==> src/hw/rtl/ftcd_ram.sv <==
// ---------------------------------------------------------------------------
// Generic single-port-write RAM
// One write and one registered read per cycle.
// ---------------------------------------------------------------------------
module ftcd_ram #(
  parameter int Width = 8,
  parameter int Depth = 16
) (
  input  logic                     clk,
  input  logic                     wr_en,
  input  logic [$clog2(Depth)-1:0] wr_addr,
  input  logic [Width-1:0]         wr_data,
  input  logic                     rd_en,
  input  logic [$clog2(Depth)-1:0] rd_addr,
  output logic [Width-1:0]         rd_data
);

  logic [Width-1:0] mem [Depth];

  // Write port
  always_ff @(posedge clk) begin
    if (wr_en) begin
      mem[wr_addr] <= wr_data;
    end
  end

  // Registered read, held while idle
  always_ff @(posedge clk) begin
    if (rd_en) begin
      rd_data <= mem[rd_addr];
    end
  end

endmodule

==> config.mk <==
export PLATFORM = sky130hd
export DESIGN_NAME = ftcd_ram
export DESIGN_NICKNAME = d
export VERILOG_FILES = /design/src/hw/rtl/ftcd_ram.sv
export SDC_FILE = /design/constraint.sdc
export NUM_CORES = 1
export LEC_CHECK = 0
export BUFFER_PORTS_ARGS = -buffer_cell sky130_fd_sc_hd__buf_4
export CORE_AREA = 5 5 107 109
export CTS_CLUSTER_SIZE = 25
export DETAILED_ROUTE_END_ITERATION = 8
export DIE_AREA = 0 0 112 114
export GPL_TIMING_DRIVEN = 0
export PLACE_DENSITY = 0.67
export SLEW_MARGIN = 20
export SYNTH_ARGS = -nofsm -noshare
export SYNTH_HDL_FRONTEND = slang
export SYNTH_SLANG_ARGS = --single-unit
==> constraint.sdc <==
create_clock -name clk -period 6.1 [get_ports clk]
set_clock_uncertainty 0.2 [all_clocks]
set_input_delay 1.22 -clock clk [delete_from_list [all_inputs] [get_ports clk]]
set_output_delay 1.22 -clock clk [all_outputs]
set_load 0.01 [all_outputs]
**After elaboration in Yosys (flattened, before gate mapping)**

Memory sizes are Yosys's and may differ from the RTL's. A register that Yosys moved wholly into a read port is not among the register bits.
Cells that the tools add are included.

- Input bits: 19
- Register bits after elaboration: 0
- Memories kept: 1
- Logic and storage cells: 3
- Memory bits (writable): 128
- Output and inout bits: 8

Memories:

| name | words | width | read ports | clocked after memory_dff | write ports | RTL line | RTL |
|---|---|---|---|---|---|---|---|
| mem | 16 | 8 | 1 | 1 | 1 | 18 | `logic [Width-1:0] mem [Depth];` |

- Mux-type cells: 2

Operator list:

| cell | number |
|---|---|
| 1-bit 2-to-1 mux | 2 |

**Longest topological paths before layout**

- Depth in word-level cells: 2
- Depth in mapped cells: 5
- Mapped depth without buffers: 3

**Worst setup path before layout**

OpenSTA, ideal clock, no wires.

- Kind: input to register
- From: input wr_addr[2]
- To: memory mem[0][0], enable pin
- Buffers on the path: 0
- Stages on the path: 2
- Arrival: 2.330 ns
- Path slack: 3.187 ns
- Cell sequence: or3b_2 nor3_1

RTL lines:

| element | RTL line | RTL |
|---|---|---|
| start: declaration | 11 | `input logic [$clog2(Depth)-1:0] wr_addr,` |
| end: declaration | 18 |  |

No word-level cell before the write port.

**Worst setup path in the final report**

- From: input wr_addr[2]
- To: memory mem[1][2], enable pin

No word-level cell before the write port.

==> flow_metrics.tcl <==
set metrics [dict create \
    drv_cap 0 \
    num-fill-cells 759 \
    top_layer_used "met4" \
    drc 0 \
    status "finished clean" \
    core_area_mm2 0.0105 \
    fin_nets 292 \
    endpoint_kind "register" \
    rsz0062_at_grt "no" \
    grt_max_degree 17 \
    portBuffers 25 \
    hpwl_mm 6.00 \
    fin_setup_tns_ps 0 \
    die-area_mm2 0.0128 \
    ys_warn_count 0 \
    syn_nets 248 \
    timing.final.crit_period_ps 2570 \
    irDropWorstVdd_mv 0.166 \
    dr_wl_met3_um 655 \
    post-cts-setup-buffers 0 \
    ys_ff_latch 136 \
    cts_tree "yes" \
    clock-sinks 136 \
    synthCells 229 \
    ys_types 18 \
    worstPathArrival_ps 2520 \
    n_antenna_cell 0 \
    initial_core_util_pct 49.7 \
    netlist_area_mm2 0.00523 \
    gp_congestion 0.724 \
    dr.first_iter.drc_count 126 \
    die_w_um 112 \
    avgSynthCellArea_um2 22.8 \
    htreeDepth 4 \
    area_growth_pct 19.7 \
    holdPathStages 3 \
    wl_met2_mm 4.67 \
    path_class "in2reg" \
    wl_mm 9.60 \
    finalSetupViolCount 0 \
    cp_max_fo 8 \
    tightest_slew_ps 829 \
    grt_util_all_layers_pct 16.5 \
    drive_gt1_share_pct 30.4 \
    max_freq_mhz 389 \
    grt_overflow 0 \
    fp.dieH_um 114 \
    grt_pass1_vias 2394 \
    clk_pin_slew_ps 60 \
    required_ps 6040 \
    vias 2364 \
    dr.pass1.iters 5 \
    postCtsHoldBufs 0 \
    wl_met1_mm 4.16 \
    hp-class "reg2reg" \
    grt_pass1_wl_mm 14.6 \
    slew_headroom_pct 44.5 \
    ant_nets 0 \
    cts_buffers 17 \
    finalPower_w 0.00226 \
    yosysSeqAreaShare_pct 78.1 \
    leakagePower_nw 2.09 \
    final-hold-violation-count 0 \
    startpoint_type "primary input" \
    antenna_found_initial 0 \
    post_drt_wl_per_cell_um 22.5 \
    multi_input_area_mm2 0.00108 \
    regArea_mm2 0.00408 \
    viasPerCell 5.55 \
    clockBufferDepth 2 \
    post_cts_resized 0 \
    slew_violations 0 \
    p_per_area_mw_per_mm2 362 \
    cts-root-buf "clkbuf_8" \
    finalCritPeriodShare_pct 42.2 \
    ioPinCount 27 \
    clock_latency_ps 520 \
    reg2reg_depth 3 \
    rows 38 \
]
## worst paths after layout
kind,startpoint,endpoint,slack [ps]
max,wr_addr[2],mem[1][2],3530
min,mem[8][2],rd_data[2],560
max reg2reg,mem[6][0],rd_data[0],4360
min reg2reg,mem[8][2],rd_data[2],560
## Yosys cell counts (all sizes together)
master,n,area (um^2)
nor2,13,48.8
nand3b,2,15.0
or3b,1,8.76
nand2b,2,12.5
a22oi,16,120
mux4,32,773
buf,7,56.3
clkdlybuf4s25,3,30.0
nand3,1,5.00
nand2,9,33.8
edfxtp,136,4080
and2,1,6.26
and2b,1,7.51
nor2b,1,6.26
nor3,4,20.0
## area by class of cell
| class | count | share of cell area (%) |
|---|---|---|
| sequential | 136 | 65.3 |
| multi-input combinational | 83 | 17.2 |
| clock buffer | 18 | 6.68 |
| clock inverter | 14 | 3.66 |
| timing repair buffer | 25 | 3.00 |
| tap | 140 | 2.80 |
| buffer | 10 | 1.38 |
## layout by cell type, fill, tap and decap left out, types with 3 or more instances in the layout
| cell | synthesis | layout |
|---|---|---|
| a22oi_1 | 16 | 16 |
| buf_4 | 1 | 26 |
| buf_6 | 3 | 3 |
| nor3_2 | 0 | 4 |
| nand2_1 | 9 | 9 |
| edfxtp_1 | 136 | 136 |
| nor2_1 | 13 | 13 |
| bufinv_16 | 0 | 6 |
| clkbuf_16 | 0 | 16 |
| mux4_2 | 18 | 18 |
| clkdlybuf4s25_2 | 3 | 3 |
| clkinvlp_4 | 0 | 3 |
| mux4_1 | 14 | 14 |
| buf_2 | 3 | 3 |
## sequential cells by signal, summed over array words and instances (netlist names)
signal,count
mem,128
rd_data,8
## layer usage
metal | vias up | global-route usage (%)
met4 | 0 | 6.73
li1 | 1070 | -
met5 | - | 0
met3 | 13 | 4.62
met2 | 95 | 25.2
met1 | 1186 | 22.8
## metrics by stage
stage | hold slack [ps] | area, um^2 | utilization, % | worst slack, ps | std cells
after global placement | 531 | 5590 | 53.2 | 2620 | 394
after CTS | 570 | 6260 | 59.5 | 3490 | 426
after floorplan | 505 | 5230 | - | 3190 | 229
final | 559 | 6260 | 59.5 | 3530 | 426
after detailed placement | 557 | 5610 | 53.4 | 2950 | 394
after global routing | 593 | 6260 | 59.5 | 3450 | 426
## power by group
group          total (W)  leakage (nW)  switching (W)  internal (W)
registers        0.00106          1.24     0.00000438       0.00105
clock network    0.00110         0.306       0.000360      0.000741
logic           0.000105         0.544      0.0000587     0.0000463
## critical path, cell delays in order
cell    delay (ps)
buf_4          120
or3b_2         540
nor2_1         630
## cell families after synthesis
logic type | synth area share, %
buffers and inverters | 1.65
muxes | 14.8
DFF | 78.1
AOI/OAI and AO/OA | 2.30
and+or+nand+nor | 3.14
Power figures use the tool's default switching activity.
